### config.mk
export PLATFORM = sky130hd
export DESIGN_NAME = websocket_frame_deframer
export DESIGN_NICKNAME = d
export VERILOG_FILES = /design/src/rtl/core/wsd_pkg.sv /design/src/rtl/core/wsd_front.sv /design/src/rtl/core/wsd_queue.sv /design/src/rtl/core/wsd_back.sv /design/src/rtl/core/websocket_frame_deframer.sv
export SDC_FILE = /design/constraint.sdc
export NUM_CORES = 1
export LEC_CHECK = 0
export ABC_AREA = 1
export BUFFER_PORTS_ARGS = -buffer_cell sky130_fd_sc_hd__buf_4
export CORE_MARGIN = 3
export CORE_UTILIZATION = 60
export CTS_CLUSTER_SIZE = 24
export DETAILED_ROUTE_END_ITERATION = 10
export PLACE_DENSITY = 0.77
export SKIP_LAST_GASP = 1
export SLEW_MARGIN = 20
export SYNTH_ARGS = -nofsm -noshare
export SYNTH_HDL_FRONTEND = slang
export SYNTH_HIERARCHICAL = 1
export SYNTH_SLANG_ARGS = --single-unit
### constraint.sdc
create_clock -name aclk -period 5.9 [get_ports aclk]
set_clock_uncertainty 0.1 [all_clocks]
set_input_delay 0.59 -clock aclk [delete_from_list [all_inputs] [get_ports aclk]]
set_output_delay 0.59 -clock aclk [all_outputs]
set_load 0.1 [all_outputs]
### src/rtl/core/wsd_pkg.sv
// Shared types and constants for the WebSocket frame deframer.
package wsd_pkg;

    localparam int BYTE_W     = 8;
    localparam int OPCODE_W   = 4;
    localparam int LEN_W      = 64;
    localparam int KEY_W      = 32;
    localparam int QUEUE_DEPTH = 2;

    localparam logic [6:0] LEN7_EXT16 = 7'd126;
    localparam logic [6:0] LEN7_EXT64 = 7'd127;
    localparam logic [2:0] EXT16_BYTES = 3'd2;
    // Eight extension bytes; the three-bit counter wraps, so zero stands for eight.
    localparam logic [2:0] EXT64_BYTES = 3'd0;
    localparam logic [2:0] KEY_BYTES   = 3'd4;

    typedef enum logic [2:0] {
        PH_HDR1 = 3'd0,
        PH_HDR2 = 3'd1,
        PH_EXT  = 3'd2,
        PH_MASK = 3'd3,
        PH_DATA = 3'd4
    } phase_t;

    // One queued result: raw byte and mask key byte, unmasked in the back end.
    typedef struct packed {
        logic [BYTE_W-1:0]   data;
        logic [BYTE_W-1:0]   key;
        logic [OPCODE_W-1:0] opcode;
        logic                has_data;
        logic                last;
    } res_entry_t;

endpackage

### src/rtl/core/wsd_front.sv
// Header parser: walks the frame header and tags each result-bearing byte.
module wsd_front (
    input  logic                      aclk,
    input  logic                      aresetn,
    input  logic                      in_fire,
    input  logic [wsd_pkg::BYTE_W-1:0] in_byte,
    output logic                      push,
    output wsd_pkg::res_entry_t       push_entry
);

    wsd_pkg::phase_t                 phase_reg, phase_next;
    logic [2:0]                      ext_left_reg, ext_left_next;
    logic [wsd_pkg::LEN_W-1:0]       rem_reg, rem_next;
    logic [wsd_pkg::KEY_W-1:0]       key_reg, key_next;
    logic [2:0]                      key_left_reg, key_left_next;
    logic [1:0]                      pos_reg, pos_next;
    logic                            fin_reg, fin_next;
    logic [wsd_pkg::OPCODE_W-1:0]    opcode_reg, opcode_next;
    logic                            masked_reg, masked_next;

    logic [6:0]                      len7;
    logic                            len_ext;
    logic [2:0]                      ext_dec;
    logic [2:0]                      key_dec;
    logic [wsd_pkg::LEN_W-1:0]       rem_shift;
    logic                            rem_shift_zero;
    logic                            rem_zero;
    logic                            rem_one;
    logic [wsd_pkg::BYTE_W-1:0]      key_byte;

    assign len7           = in_byte[6:0];
    assign len_ext        = (len7 == wsd_pkg::LEN7_EXT16) || (len7 == wsd_pkg::LEN7_EXT64);
    assign ext_dec        = ext_left_reg - 3'd1;
    assign key_dec        = key_left_reg - 3'd1;
    assign rem_shift      = {rem_reg[wsd_pkg::LEN_W-9:0], in_byte};
    assign rem_shift_zero = (rem_shift == '0);
    assign rem_zero       = (rem_reg == '0);
    assign rem_one        = (rem_reg == wsd_pkg::LEN_W'(1));

    always_comb begin
        case (pos_reg)
            2'd0:    key_byte = key_reg[31:24];
            2'd1:    key_byte = key_reg[23:16];
            2'd2:    key_byte = key_reg[15:8];
            default: key_byte = key_reg[7:0];
        endcase
    end

    // Next phase.
    always_comb begin
        phase_next = phase_reg;
        if (in_fire) begin
            case (phase_reg)
                wsd_pkg::PH_HDR2: begin
                    if (len_ext) begin
                        phase_next = wsd_pkg::PH_EXT;
                    end else if (in_byte[7]) begin
                        phase_next = wsd_pkg::PH_MASK;
                    end else if (len7 == 7'd0) begin
                        phase_next = wsd_pkg::PH_HDR1;
                    end else begin
                        phase_next = wsd_pkg::PH_DATA;
                    end
                end
                wsd_pkg::PH_EXT: begin
                    if (ext_dec == 3'd0) begin
                        if (masked_reg) begin
                            phase_next = wsd_pkg::PH_MASK;
                        end else if (rem_shift_zero) begin
                            phase_next = wsd_pkg::PH_HDR1;
                        end else begin
                            phase_next = wsd_pkg::PH_DATA;
                        end
                    end
                end
                wsd_pkg::PH_MASK: begin
                    if (key_dec == 3'd0) begin
                        phase_next = rem_zero ? wsd_pkg::PH_HDR1 : wsd_pkg::PH_DATA;
                    end
                end
                wsd_pkg::PH_DATA: begin
                    if (rem_one) begin
                        phase_next = wsd_pkg::PH_HDR1;
                    end
                end
                default: begin
                    phase_next = wsd_pkg::PH_HDR2;
                end
            endcase
        end
    end

    // Header state updates and queue writes.
    always_comb begin
        ext_left_next       = ext_left_reg;
        rem_next            = rem_reg;
        key_next            = key_reg;
        key_left_next       = key_left_reg;
        pos_next            = pos_reg;
        fin_next            = fin_reg;
        opcode_next         = opcode_reg;
        masked_next         = masked_reg;
        push                = 1'b0;
        push_entry.data     = '0;
        push_entry.key      = '0;
        push_entry.opcode   = opcode_reg;
        push_entry.has_data = 1'b0;
        push_entry.last     = 1'b1;
        if (in_fire) begin
            case (phase_reg)
                wsd_pkg::PH_HDR2: begin
                    masked_next = in_byte[7];
                    if (len7 == wsd_pkg::LEN7_EXT16) begin
                        rem_next      = '0;
                        ext_left_next = wsd_pkg::EXT16_BYTES;
                    end else if (len7 == wsd_pkg::LEN7_EXT64) begin
                        rem_next      = '0;
                        ext_left_next = wsd_pkg::EXT64_BYTES;
                    end else begin
                        rem_next = wsd_pkg::LEN_W'(len7);
                        if (in_byte[7]) begin
                            key_left_next = wsd_pkg::KEY_BYTES;
                            key_next      = '0;
                        end else begin
                            pos_next = 2'd0;
                            push     = fin_reg && (len7 == 7'd0);
                        end
                    end
                end
                wsd_pkg::PH_EXT: begin
                    rem_next      = rem_shift;
                    ext_left_next = ext_dec;
                    if (ext_dec == 3'd0) begin
                        if (masked_reg) begin
                            key_left_next = wsd_pkg::KEY_BYTES;
                            key_next      = '0;
                        end else begin
                            pos_next = 2'd0;
                            push     = fin_reg && rem_shift_zero;
                        end
                    end
                end
                wsd_pkg::PH_MASK: begin
                    key_next      = {key_reg[wsd_pkg::KEY_W-9:0], in_byte};
                    key_left_next = key_dec;
                    if (key_dec == 3'd0) begin
                        pos_next = 2'd0;
                        push     = fin_reg && rem_zero;
                    end
                end
                wsd_pkg::PH_DATA: begin
                    pos_next            = pos_reg + 2'd1;
                    rem_next            = rem_reg - wsd_pkg::LEN_W'(1);
                    push                = fin_reg;
                    push_entry.data     = in_byte;
                    push_entry.key      = masked_reg ? key_byte : '0;
                    push_entry.has_data = 1'b1;
                    push_entry.last     = rem_one;
                end
                default: begin
                    fin_next    = in_byte[7];
                    opcode_next = in_byte[3:0];
                end
            endcase
        end
    end

    always_ff @(posedge aclk) begin
        if (!aresetn) begin
            phase_reg    <= wsd_pkg::PH_HDR1;
            ext_left_reg <= '0;
            rem_reg      <= '0;
            key_reg      <= '0;
            key_left_reg <= '0;
            pos_reg      <= '0;
            fin_reg      <= 1'b0;
            opcode_reg   <= '0;
            masked_reg   <= 1'b0;
        end else begin
            phase_reg    <= phase_next;
            ext_left_reg <= ext_left_next;
            rem_reg      <= rem_next;
            key_reg      <= key_next;
            key_left_reg <= key_left_next;
            pos_reg      <= pos_next;
            fin_reg      <= fin_next;
            opcode_reg   <= opcode_next;
            masked_reg   <= masked_next;
        end
    end

endmodule

### src/rtl/core/wsd_queue.sv
// Short result queue between the header parser and the output stage.
module wsd_queue #(
    parameter int Depth = wsd_pkg::QUEUE_DEPTH
) (
    input  logic                aclk,
    input  logic                aresetn,
    input  logic                push,
    input  wsd_pkg::res_entry_t push_entry,
    input  logic                pop,
    output logic                full,
    output logic                not_empty,
    output wsd_pkg::res_entry_t head
);

    localparam int AW = (Depth > 1) ? $clog2(Depth) : 1;
    localparam int CW = $clog2(Depth + 1);

    wsd_pkg::res_entry_t slots_reg [Depth];
    logic [AW-1:0] wr_ptr_reg, wr_ptr_next;
    logic [AW-1:0] rd_ptr_reg, rd_ptr_next;
    logic [CW-1:0] count_reg, count_next;
    logic          do_push;
    logic          do_pop;

    assign full      = (count_reg == CW'(Depth));
    assign not_empty = (count_reg != '0);
    assign do_push   = push && !full;
    assign do_pop    = pop && not_empty;
    assign head      = slots_reg[rd_ptr_reg];

    always_comb begin
        wr_ptr_next = wr_ptr_reg;
        rd_ptr_next = rd_ptr_reg;
        count_next  = count_reg;
        if (do_push) begin
            wr_ptr_next = (wr_ptr_reg == AW'(Depth - 1)) ? '0 : wr_ptr_reg + AW'(1);
        end
        if (do_pop) begin
            rd_ptr_next = (rd_ptr_reg == AW'(Depth - 1)) ? '0 : rd_ptr_reg + AW'(1);
        end
        if (do_push && !do_pop) begin
            count_next = count_reg + CW'(1);
        end else if (do_pop && !do_push) begin
            count_next = count_reg - CW'(1);
        end
    end

    always_ff @(posedge aclk) begin
        if (do_push) begin
            slots_reg[wr_ptr_reg] <= push_entry;
        end
    end

    always_ff @(posedge aclk) begin
        if (!aresetn) begin
            wr_ptr_reg <= '0;
            rd_ptr_reg <= '0;
            count_reg  <= '0;
        end else begin
            wr_ptr_reg <= wr_ptr_next;
            rd_ptr_reg <= rd_ptr_next;
            count_reg  <= count_next;
        end
    end

endmodule

### src/rtl/core/wsd_back.sv
// Output stage: unmasks queued bytes into the result register.
module wsd_back (
    input  logic                         aclk,
    input  logic                         aresetn,
    input  logic                         q_not_empty,
    input  wsd_pkg::res_entry_t          q_head,
    output logic                         q_pop,
    output logic                         m_valid,
    input  logic                         m_ready,
    output logic [wsd_pkg::BYTE_W-1:0]   m_payload_byte,
    output logic [wsd_pkg::OPCODE_W-1:0] m_opcode,
    output logic                         m_has_data,
    output logic                         m_last
);

    logic                         valid_reg;
    logic [wsd_pkg::BYTE_W-1:0]   byte_reg;
    logic [wsd_pkg::OPCODE_W-1:0] opcode_reg;
    logic                         has_data_reg;
    logic                         last_reg;

    // The result register reloads whenever it is empty or being drained.
    assign q_pop = q_not_empty && (!valid_reg || m_ready);

    always_ff @(posedge aclk) begin
        if (!aresetn) begin
            valid_reg <= 1'b0;
        end else if (!valid_reg || m_ready) begin
            valid_reg <= q_not_empty;
        end
    end

    always_ff @(posedge aclk) begin
        if (q_pop) begin
            byte_reg     <= q_head.data ^ q_head.key;
            opcode_reg   <= q_head.opcode;
            has_data_reg <= q_head.has_data;
            last_reg     <= q_head.last;
        end
    end

    assign m_valid        = valid_reg;
    assign m_payload_byte = byte_reg;
    assign m_opcode       = opcode_reg;
    assign m_has_data     = has_data_reg;
    assign m_last         = last_reg;

endmodule

### src/rtl/core/websocket_frame_deframer.sv
// Top level of the WebSocket frame deframer.
//
//  channel | ports                                             | direction
//  --------+---------------------------------------------------+----------
//  input   | s_valid, s_ready, s_in_byte                       | in
//  result  | m_valid, m_ready, m_payload_byte, m_opcode,        | out
//          | m_has_data, m_last                                |
//
// One byte is taken per clock while s_ready is high; the header parser settles each byte combinationally.
// A result passes through a queue slot and then the result register before it appears.
// Synchronous active-low reset returns the parser to the first header byte and empties the queue.
// A stalled result side backs up the queue of QueueDepth entries, then drops s_ready.
module websocket_frame_deframer #(
    parameter int QueueDepth = wsd_pkg::QUEUE_DEPTH
) (
    input  logic                         aclk,
    input  logic                         aresetn,
    input  logic                         s_valid,
    output logic                         s_ready,
    input  logic [wsd_pkg::BYTE_W-1:0]   s_in_byte,
    output logic                         m_valid,
    input  logic                         m_ready,
    output logic [wsd_pkg::BYTE_W-1:0]   m_payload_byte,
    output logic [wsd_pkg::OPCODE_W-1:0] m_opcode,
    output logic                         m_has_data,
    output logic                         m_last
);

    logic                in_fire;
    logic                push;
    wsd_pkg::res_entry_t push_entry;
    logic                q_full;
    logic                q_not_empty;
    logic                q_pop;
    wsd_pkg::res_entry_t q_head;

    assign s_ready = !q_full;
    assign in_fire = s_valid && s_ready;

    wsd_front u_front (
        .aclk       (aclk),
        .aresetn    (aresetn),
        .in_fire    (in_fire),
        .in_byte    (s_in_byte),
        .push       (push),
        .push_entry (push_entry)
    );

    wsd_queue #(
        .Depth (QueueDepth)
    ) u_queue (
        .aclk       (aclk),
        .aresetn    (aresetn),
        .push       (push),
        .push_entry (push_entry),
        .pop        (q_pop),
        .full       (q_full),
        .not_empty  (q_not_empty),
        .head       (q_head)
    );

    wsd_back u_back (
        .aclk           (aclk),
        .aresetn        (aresetn),
        .q_not_empty    (q_not_empty),
        .q_head         (q_head),
        .q_pop          (q_pop),
        .m_valid        (m_valid),
        .m_ready        (m_ready),
        .m_payload_byte (m_payload_byte),
        .m_opcode       (m_opcode),
        .m_has_data     (m_has_data),
        .m_last         (m_last)
    );

endmodule

==> reports/metrics.cfg, run 1 <==
[status]
status = completed

[clock_tree]
cts.sinks = 177
root_buffer = clkbuf_16
insertion_delay_ns = 0.45
htreeDepth = 4
cts_resized = 0
cts.path.max_buffers = 2
path_clk_slew_ns = 0.08
cts_tree = done
postCtsHoldBufs = 0
post-cts-setup-buffers = 0
cts_buffers = 17

[logic_synthesis]
netlist_area_mm2 = 0.00999
ys_ff_latch = 177
syn_inst = 1400
syn_avg_cell_area_um2 = 7.13
ys.warnings.count = 6
yosysSeqAreaShare_pct = 41.3
synthArstFlopShare_pct = 0
synth_ff_type = dfxtp_1
ys_types = 44
synth_nets = 1423
synth_edf_count = 58

[timing]
hold_violations = 0
worst_pin_slew_ns = 0.922
fin_crit_ns = 3.84
timing.final.setup_violations = 0
clock.fmax_mhz = 260
maxSlewViolCount = 0
tns_ns = 0
finalCritPeriodShare_pct = 65.1
relSlewSlack_pct = 38.5
rsz0062_at_grt = false

[layout]
largest_reg_flops = 64
drive_gt1_share_pct = 9.89
area_growth_pct = 8.54
antenna_cells = 0
nFillCells = 1375
fin_nets = 1416
mostFrequentLayoutCell = nand2_1
final_cell_mix = 294 x nand2_1, 234 x nor2_1, 186 x a21oi_1, 124 x nand3_1, 119 x dfxtp_1

[global_route]
track_usage_pct = 30.3
grt_max_degree = 71
grt_pass1_vias = 8260
antenna_found_initial = 0
overflow = 0
grt_pass1_wl_um = 43600

[pwr]
p_leak_nw = 4.38
cellPowerDensity_mw_per_mm2 = 326
vdd_ir_drop_max_mv = 0.262
total_power_mw = 3.53

[drt]
drc_errors = 0
route.vias.total = 9518
wl_per_cell_um = 17.1
drt_pass1_iterations = 6
routed_wl_um = 27700
drtIter0Drc = 1376
viasPerCell = 5.87
drtAntennaViolNets = 0

[setup_path]
startpoint = u_front/phase_reg[2]
worstPathMaxFanout = 68
crit_type = register to register
regToRegSetupSlack_ns = 2.06
cp_data_required_time_ns = 6.13
startpoint_type = register
endpoint = u_front/rem_reg[13]
r2r_cells = 11
r2r_start = u_front/phase_reg[2]
arrival_ns = 4.07
endpoint_kind = register
reg2reg_to = u_front/rem_reg[13]

[hold_path]
worstHoldPathType = primary input to register

[floorplan]
die_x_um = 135
die_height_um = 135
row_count = 46
core-area_mm2 = 0.0161
io-pin-count = 28
start_util_pct = 62.0
dieArea_mm2 = 0.0182

[flow_run]
maxCapViolCount = 0

[placement]
place_congestion = 0.975
dp_hpwl_um = 18300
port_buffers = 27

-- Yosys cell counts, drive strengths merged, types with 2 or more instances --
library cell	number	share of area, %
dfxtp	119	24
nor3	10	0.78
nand2	298	11
nand4	9	0.56
and2	5	0.31
nand3b	7	0.53
inv	96	3.6
nor2	245	9.5
a21oi	188	9.5
o21ai	86	4.5
a31oi	3	0.19
edfxtp	58	17
o211ai	2	0.15
xor2	8	0.70
nand3	124	6.2
a21o	2	0.15
clkinv	2	0.075
mux2	22	3.2
or2	17	1.1
ha	11	1.4
o21bai	9	0.68
xnor2	2	0.18
a311oi	9	0.79
clkbuf	32	1.2
buf	30	1.8
-- critical path, cell delays in order (launching register included) --
cell      delay, ns
dfxtp_1        0.44
inv_2          0.09
nand2_2        0.16
nor2_4         0.04
buf_4          0.32
inv_2          0.24
nand2_2        0.10
o21ai_4        0.12
buf_4          0.58
clkinv_2       0.93
o21ai_0        0.49
a21oi_1        0.07
-- power breakdown --
| group | switching, mW | internal, mW |
|---|---|---|
| registers | 0.102 | 1.33 |
| clock network | 0.546 | 0.562 |
| logic | 0.698 | 0.295 |
| total | 1.35 | 2.19 |
-- routing by layer --
layer	vias up	track usage, %	share of wire, %
met5	-	0	0
met4	0	10.8	2.8
met3	64	8.72	9.7
met2	497	42.9	42
met1	4305	44.1	45
li1	4652	-	-
-- worst min path at each step --
| stage | depth (start not counted) | endpoint | slack, ns | startpoint |
|---|---|---|---|---|
| after floorplan | 0 | u_queue/slots_reg[0][2] | 0.32 | u_front/opcode_reg[0] |
| after global placement | 0 | u_queue/slots_reg[0][5] | 0.33 | u_front/opcode_reg[3] |
| after detailed placement | 0 | u_queue/slots_reg[0][4] | 0.34 | u_front/opcode_reg[2] |
| after CTS | 4 | u_back/m_valid | 0.28 | m_ready |
| after global routing | 4 | u_back/m_valid | 0.29 | m_ready |
| final | 4 | u_back/m_valid | 0.29 | m_ready |
-- through the flow --
step	hold slack (ns)	worst slack, ns	instance area, um^2	utilization [%]	cells
2_1_floorplan	0.320	2.74	9990	-	1400
3_3_place_gp	0.333	2.38	10300	63.6	1590
3_5_place_dp	0.344	2.30	10300	63.6	1590
4_1_cts	0.279	2.25	10800	67.2	1622
5_1_grt	0.294	1.80	10800	67.3	1622
6_report	0.288	2.06	10800	67.3	1622
-- cells by family after synthesis --
family	Yosys count	synth area share, %
adder cells (fa/ha/maj)	11	1.38
multiplexers	22	3.23
buffers and inverters	160	6.64
AO/OA/AOI/OAI	303	16.2
XOR/XNOR	10	0.877
flip-flops	177	41.3
AND/OR/NAND/NOR	717	30.4
-- layout make-up --
type	count	area [um^2]	share of cell area [%]
Clock buffer	18	429	3.96
Tap cell	216	270	2.49
Timing Repair Buffer	36	270	2.49
Inverter	98	369	3.40
Multi-Input combinational cell	1063	5230	48.3
Clock inverter	14	146	1.35
Sequential cell	177	4120	38.0
(Power assumes the default switching activity.)
==> run 2, diff against run 1 <==
==> constraint.sdc (replaced) <==
create_clock -name aclk -period 4 [get_ports aclk]
set_clock_uncertainty 0.1 [all_clocks]
set_input_delay 0.4 -clock aclk [delete_from_list [all_inputs] [get_ports aclk]]
set_output_delay 0.4 -clock aclk [all_outputs]
set_load 0.1 [all_outputs]
==> reports/metrics.cfg, run 2 (synthesized netlist as in run 1, its figures left out) <==
[drt]
drc_errors = 0
drtIter0Drc = 1194
routed_wl_um = 27200
viasPerCell = 5.85
drt_pass1_iterations = 6
wl_per_cell_um = 16.7
drtAntennaViolNets = 0
route.vias.total = 9510

[layout]
final_cell_mix = 294 x nand2_1, 234 x nor2_1, 186 x a21oi_1, 124 x nand3_1, 119 x dfxtp_1
post-route-util_pct = 67.3
drive_gt1_share_pct = 10.1
antenna_cells = 0
mostFrequentLayoutCell = nand2_1
layout.cells.non_filler = 1625
area_growth_pct = 8.58
largest_reg_flops = 64
fin_nets = 1419

[setup_path]
worstPathMaxFanout = 7
r2r_cells = 18
reg2reg_to = u_queue/count_reg[1]
cp_data_required_time_ns = 4.28
arrival_ns = 3.21
regToRegSetupSlack_ns = 1.06
r2r_start = u_front/rem_reg[0]
endpoint_kind = register
startpoint_type = register
crit_type = register to register

[timing]
tns_ns = 0
worst_pin_slew_ns = 0.952
fin_crit_ns = 2.94
finalCritPeriodShare_pct = 73.5
timing.final.setup_violations = 0
rsz0062_at_grt = false
fin_ws_ns = 1.06
relSlewSlack_pct = 36.5
hold_violations = 0
clock.fmax_mhz = 340
maxSlewViolCount = 0

[hold_path]
holdPathStages = 4
hp-start = m_ready
holdPathEnd = u_back/m_valid
worstHoldPathType = primary input to register

[global_route]
track_usage_pct = 30.6
grt_max_degree = 71
overflow = 0
grt_pass1_vias = 8600
antenna_found_initial = 0
grt_pass1_wl_um = 44800

[clock_tree]
cts.sinks = 177
path_clk_slew_ns = 0.07
root_buffer = clkbuf_16
cts_buffers = 17
cts_resized = 0
cts_tree = done
insertion_delay_ns = 0.44
htreeDepth = 4
postCtsHoldBufs = 0
post-cts-setup-buffers = 0
cts.path.max_buffers = 2

[floorplan]
die_height_um = 135
io-pin-count = 28
core-area_mm2 = 0.0161
row_count = 46
start_util_pct = 62.0
die_x_um = 135
dieArea_mm2 = 0.0182

[pwr]
internal-power_mw = 3.23
vdd_ir_drop_max_mv = 0.337
p_sw_mw = 1.96
p_leak_nw = 4.40
pwr-share-comb_pct = 28.1
clkPwrFrac_pct = 31.2
power_frac_seq_pct = 40.7
p_sw_share_pct = 37.9
cellPowerDensity_mw_per_mm2 = 479

[placement]
dp_cells = 1593
port_buffers = 27
place_congestion = 0.978
dp_hpwl_um = 18600
place_ws_ns = 1.15

[flow_run]
maxCapViolCount = 0

[status]
status = completed

==> run 2: changes by cell type in the layout (fill, tap and decap cells not counted), sizes merged <==
cell,before,now
buf,36,39
clkbuf,18,17
clkinv,9,6
clkinvlp,2,3
inv,101,104
==> run 2: worst max path at each step <==
stage / from / cells past startpoint / endpoint
finish: u_front/rem_reg[0] / 18 / u_queue/count_reg[1]
global placement: u_front/rem_reg[0] / 13 / u_queue/slots_reg[0][14]
floorplan: u_front/rem_reg[0] / 12 / u_queue/slots_reg[1][0]
CTS: u_front/rem_reg[0] / 18 / u_queue/count_reg[1]
detailed placement: u_front/rem_reg[0] / 13 / u_queue/slots_reg[1][15]
global route: u_front/rem_reg[0] / 18 / u_queue/count_reg[1]
==> run 2: metrics by stage <==
step	power, mW	hold WS [ns]	instance area, um^2
floorplan	3.18	0.320	9990
global placement	3.54	0.333	10300
detailed placement	3.55	0.344	10300
CTS	5.16	0.0935	10800
global route	5.49	0.108	10800
finish	5.19	0.104	10800
==> run 2: critical path: stages (launching register included) <==
cell	delay, ns
dfxtp_1	0.34
inv_1	0.10
ha_1	0.23
nand2_1	0.19
nor2_2	0.23
nand3_1	0.18
nor2_2	0.22
nand2_1	0.11
o21ai_1	0.12
inv_1	0.05
a21oi_1	0.17
o21ai_2	0.12
inv_2	0.07
ha_1	0.26
inv_1	0.09
nand3_1	0.10
nand2_1	0.08
inv_1	0.04
nor2_1	0.08
==> run 2: final cells by class <==
class | instances | area (um^2)
Clock buffer | 17 | 425
Clock inverter | 15 | 141
Fill cell | 1449 | 5270
Inverter | 98 | 369
Multi-Input combinational cell | 1063 | 5220
Sequential cell | 177 | 4120
Tap cell | 216 | 270
Timing Repair Buffer | 39 | 293
==> run 2: layer usage <==
metal	track usage (%)	up-vias	part of all wire, %
met4	8.62	0	1.8
li1	-	4658	-
met3	5.29	46	8.5
met2	44.9	422	44
met5	0	-	0
met1	46.3	4384	46
==> run 2: power by group through the flow <==
stage | combinational [mW] | sequential, mW | clock [mW]
after floorplan | 1.08 | 2.10 | 0
after global placement | 1.39 | 2.14 | 0
after detailed placement | 1.41 | 2.15 | 0
after CTS | 1.42 | 2.11 | 1.64
after global routing | 1.64 | 2.13 | 1.71
final | 1.46 | 2.11 | 1.62
==> run 3, diff against run 2 <==
--- a/config.mk
+++ b/config.mk
@@ -8,7 +8,7 @@
 export ABC_AREA = 1
 export BUFFER_PORTS_ARGS = -buffer_cell sky130_fd_sc_hd__buf_4
 export CORE_MARGIN = 3
-export CORE_UTILIZATION = 60
+export CORE_UTILIZATION = 57
 export CTS_CLUSTER_SIZE = 24
 export DETAILED_ROUTE_END_ITERATION = 10
 export PLACE_DENSITY = 0.77
==> constraint.sdc (replaced) <==
create_clock -name aclk -period 2.5 [get_ports aclk]
set_clock_uncertainty 0.1 [all_clocks]
set_input_delay 0.25 -clock aclk [delete_from_list [all_inputs] [get_ports aclk]]
set_output_delay 0.25 -clock aclk [all_outputs]
set_load 0.1 [all_outputs]
==> reports/metrics.cfg, run 3 (synthesized netlist as in run 1, its figures left out) <==
[status]
status = finished with violations
violations = negative setup slack

[global_route]
antenna_found_initial = 0
grt_max_degree = 71
overflow = 0
grt_pass1_vias = 9259
track_usage_pct = 30.5
grt_pass1_wl_um = 47200

[floorplan]
dieArea_mm2 = 0.0191
start_util_pct = 59.2
row_count = 47
die_height_um = 138
core-area_mm2 = 0.0169
die_x_um = 138
io-pin-count = 28

[setup_path]
crit_type = register to register
crit_slowest_cell = dfxtp_1
endpoint_kind = register
r2r_start = u_front/rem_reg[0]
startpoint = u_front/rem_reg[0]
startpoint_type = register
max_stage_delay_ns = 0.34
worstPathMaxFanout = 11
r2r_cells = 14
regToRegSetupSlack_ns = -0.10
arrival_ns = 2.66
path_common_cell = nor2_4
reg2reg_to = u_queue/slots_reg[1][10]
crit_chain = inv_2, ha_4, nand2_4, nor2_4, nand3_4, nor2_2, nand2_1, nor2_1, nand4_1, a21oi_2, o21ai_4, buf_6, nor2_4, clkbuf_16
cp_data_required_time_ns = 2.56
endpoint = u_queue/slots_reg[1][10]

[drt]
drtIter0Drc = 1280
drtAntennaViolNets = 0
viasPerCell = 5.89
drc_errors = 0
route.vias.total = 10200
wl_per_cell_um = 17.6
routed_wl_um = 30300
drt_pass1_iterations = 5

[placement]
place_ws_ns = 0.0130
port_buffers = 27
dp_hpwl_um = 20600
place_congestion = 0.943
place_area_mm2 = 0.0111

[clock_tree]
cts_tree = done
cts_buffers = 17
cts.sinks = 177
insertion_delay_ns = 0.44
htreeDepth = 4
root_buffer = clkbuf_16
cts.path.max_buffers = 2
path_clk_slew_ns = 0.07

[layout]
fin_nets = 1517
mostFrequentLayoutCell = nand2_1
finish.instance_area_mm2 = 0.0119
drive_gt1_share_pct = 18.2
area_growth_pct = 19.1
largest_reg_flops = 64
final_cell_mix = 292 x nand2_1, 209 x nor2_1, 184 x a21oi_1, 126 x buf_4, 123 x nand3_1
nFillCells = 1366
antenna_cells = 0

[timing]
maxSlewViolCount = 0
fin_ws_ns = -0.103
timing.final.setup_violations = 23
hold_violations = 0
fin_crit_ns = 2.60
worst_pin_slew_ns = 0.710
rsz0062_at_grt = true
relSlewSlack_pct = 52.7
tns_ns = -1.69
finalCritPeriodShare_pct = 104
clock.fmax_mhz = 384

[pwr]
total_power_mw = 8.80
cellPowerDensity_mw_per_mm2 = 740
p_leak_nw = 4.99
vdd_ir_drop_max_mv = 0.525

[flow_run]
maxCapViolCount = 0

[hold_path]
worstHoldPathType = primary input to register

==> run 3: routing by layer <==
layer  global-route usage [%]  share of wire, %  vias up
met5                        0                 0        -
met4                     15.5               4.9        0
met3                     5.28               7.0       98
met2                     51.6                49      493
met1                     37.4                39     4716
li1                         -                 -     4860
==> run 3: critical path: cells and delay by family (launching register included) <==
kind                     cells  cell delay [ns]
adder cells (fa/ha/maj)      1             0.16
flip-flops                   1             0.34
buffers and inverters        3             0.46
AND/OR/NAND/NOR              8             0.92
AO/OA/AOI/OAI                2             0.34
==> run 3: repair_timing <==
item	CTS	global route
buffers inserted	0	8
hold buffers	1	0
endpoints found under the hold margin	1	0
endpoints found under the setup margin	2	56
resized for setup	3	39
gates cloned	0	2
pin swaps	0	12
==> run 3: power breakdown <==
group | leakage, nW | switching (mW) | internal [mW]
sequential | 1.51 | 0.149 | 3.14
clock | 0.290 | 1.29 | 1.36
combinational | 3.19 | 1.87 | 0.984
total | 4.99 | 3.31 | 5.49
==> run 3: layout make-up <==
type	instances	area (um^2)	share of cell area, %
multi-input cells	1063	5390	45.3
clock inverters	13	136	1.15
inverters	98	368	3.09
clock buffers	19	444	3.73
flip-flops and latches	177	4130	34.7
well taps	220	275	2.31
repair buffers	137	1160	9.73
==> run 3: metrics by stage <==
step	hold slack, ns	std cells	util (%)
after floorplan	0.271	1400	-
after global placement	0.328	1684	65.6
after detailed placement	0.346	1684	65.6
after CTS	0.0176	1717	69.1
after global routing	0.0276	1727	70.5
final	0.0357	1727	70.5
==> run 3: worst min path at each step <==
| stage | start | to | depth (start not counted) |
|---|---|---|---|
| after floorplan | aresetn | u_queue/count_reg[1] | 2 |
| after global placement | u_front/opcode_reg[3] | u_queue/slots_reg[1][5] | 0 |
| after detailed placement | u_front/opcode_reg[3] | u_queue/slots_reg[1][5] | 0 |
| after CTS | s_in_byte[2] | u_front/rem_reg[2] | 3 |
| after global routing | s_in_byte[1] | u_front/rem_reg[1] | 3 |
| final | s_in_byte[4] | u_front/rem_reg[4] | 3 |
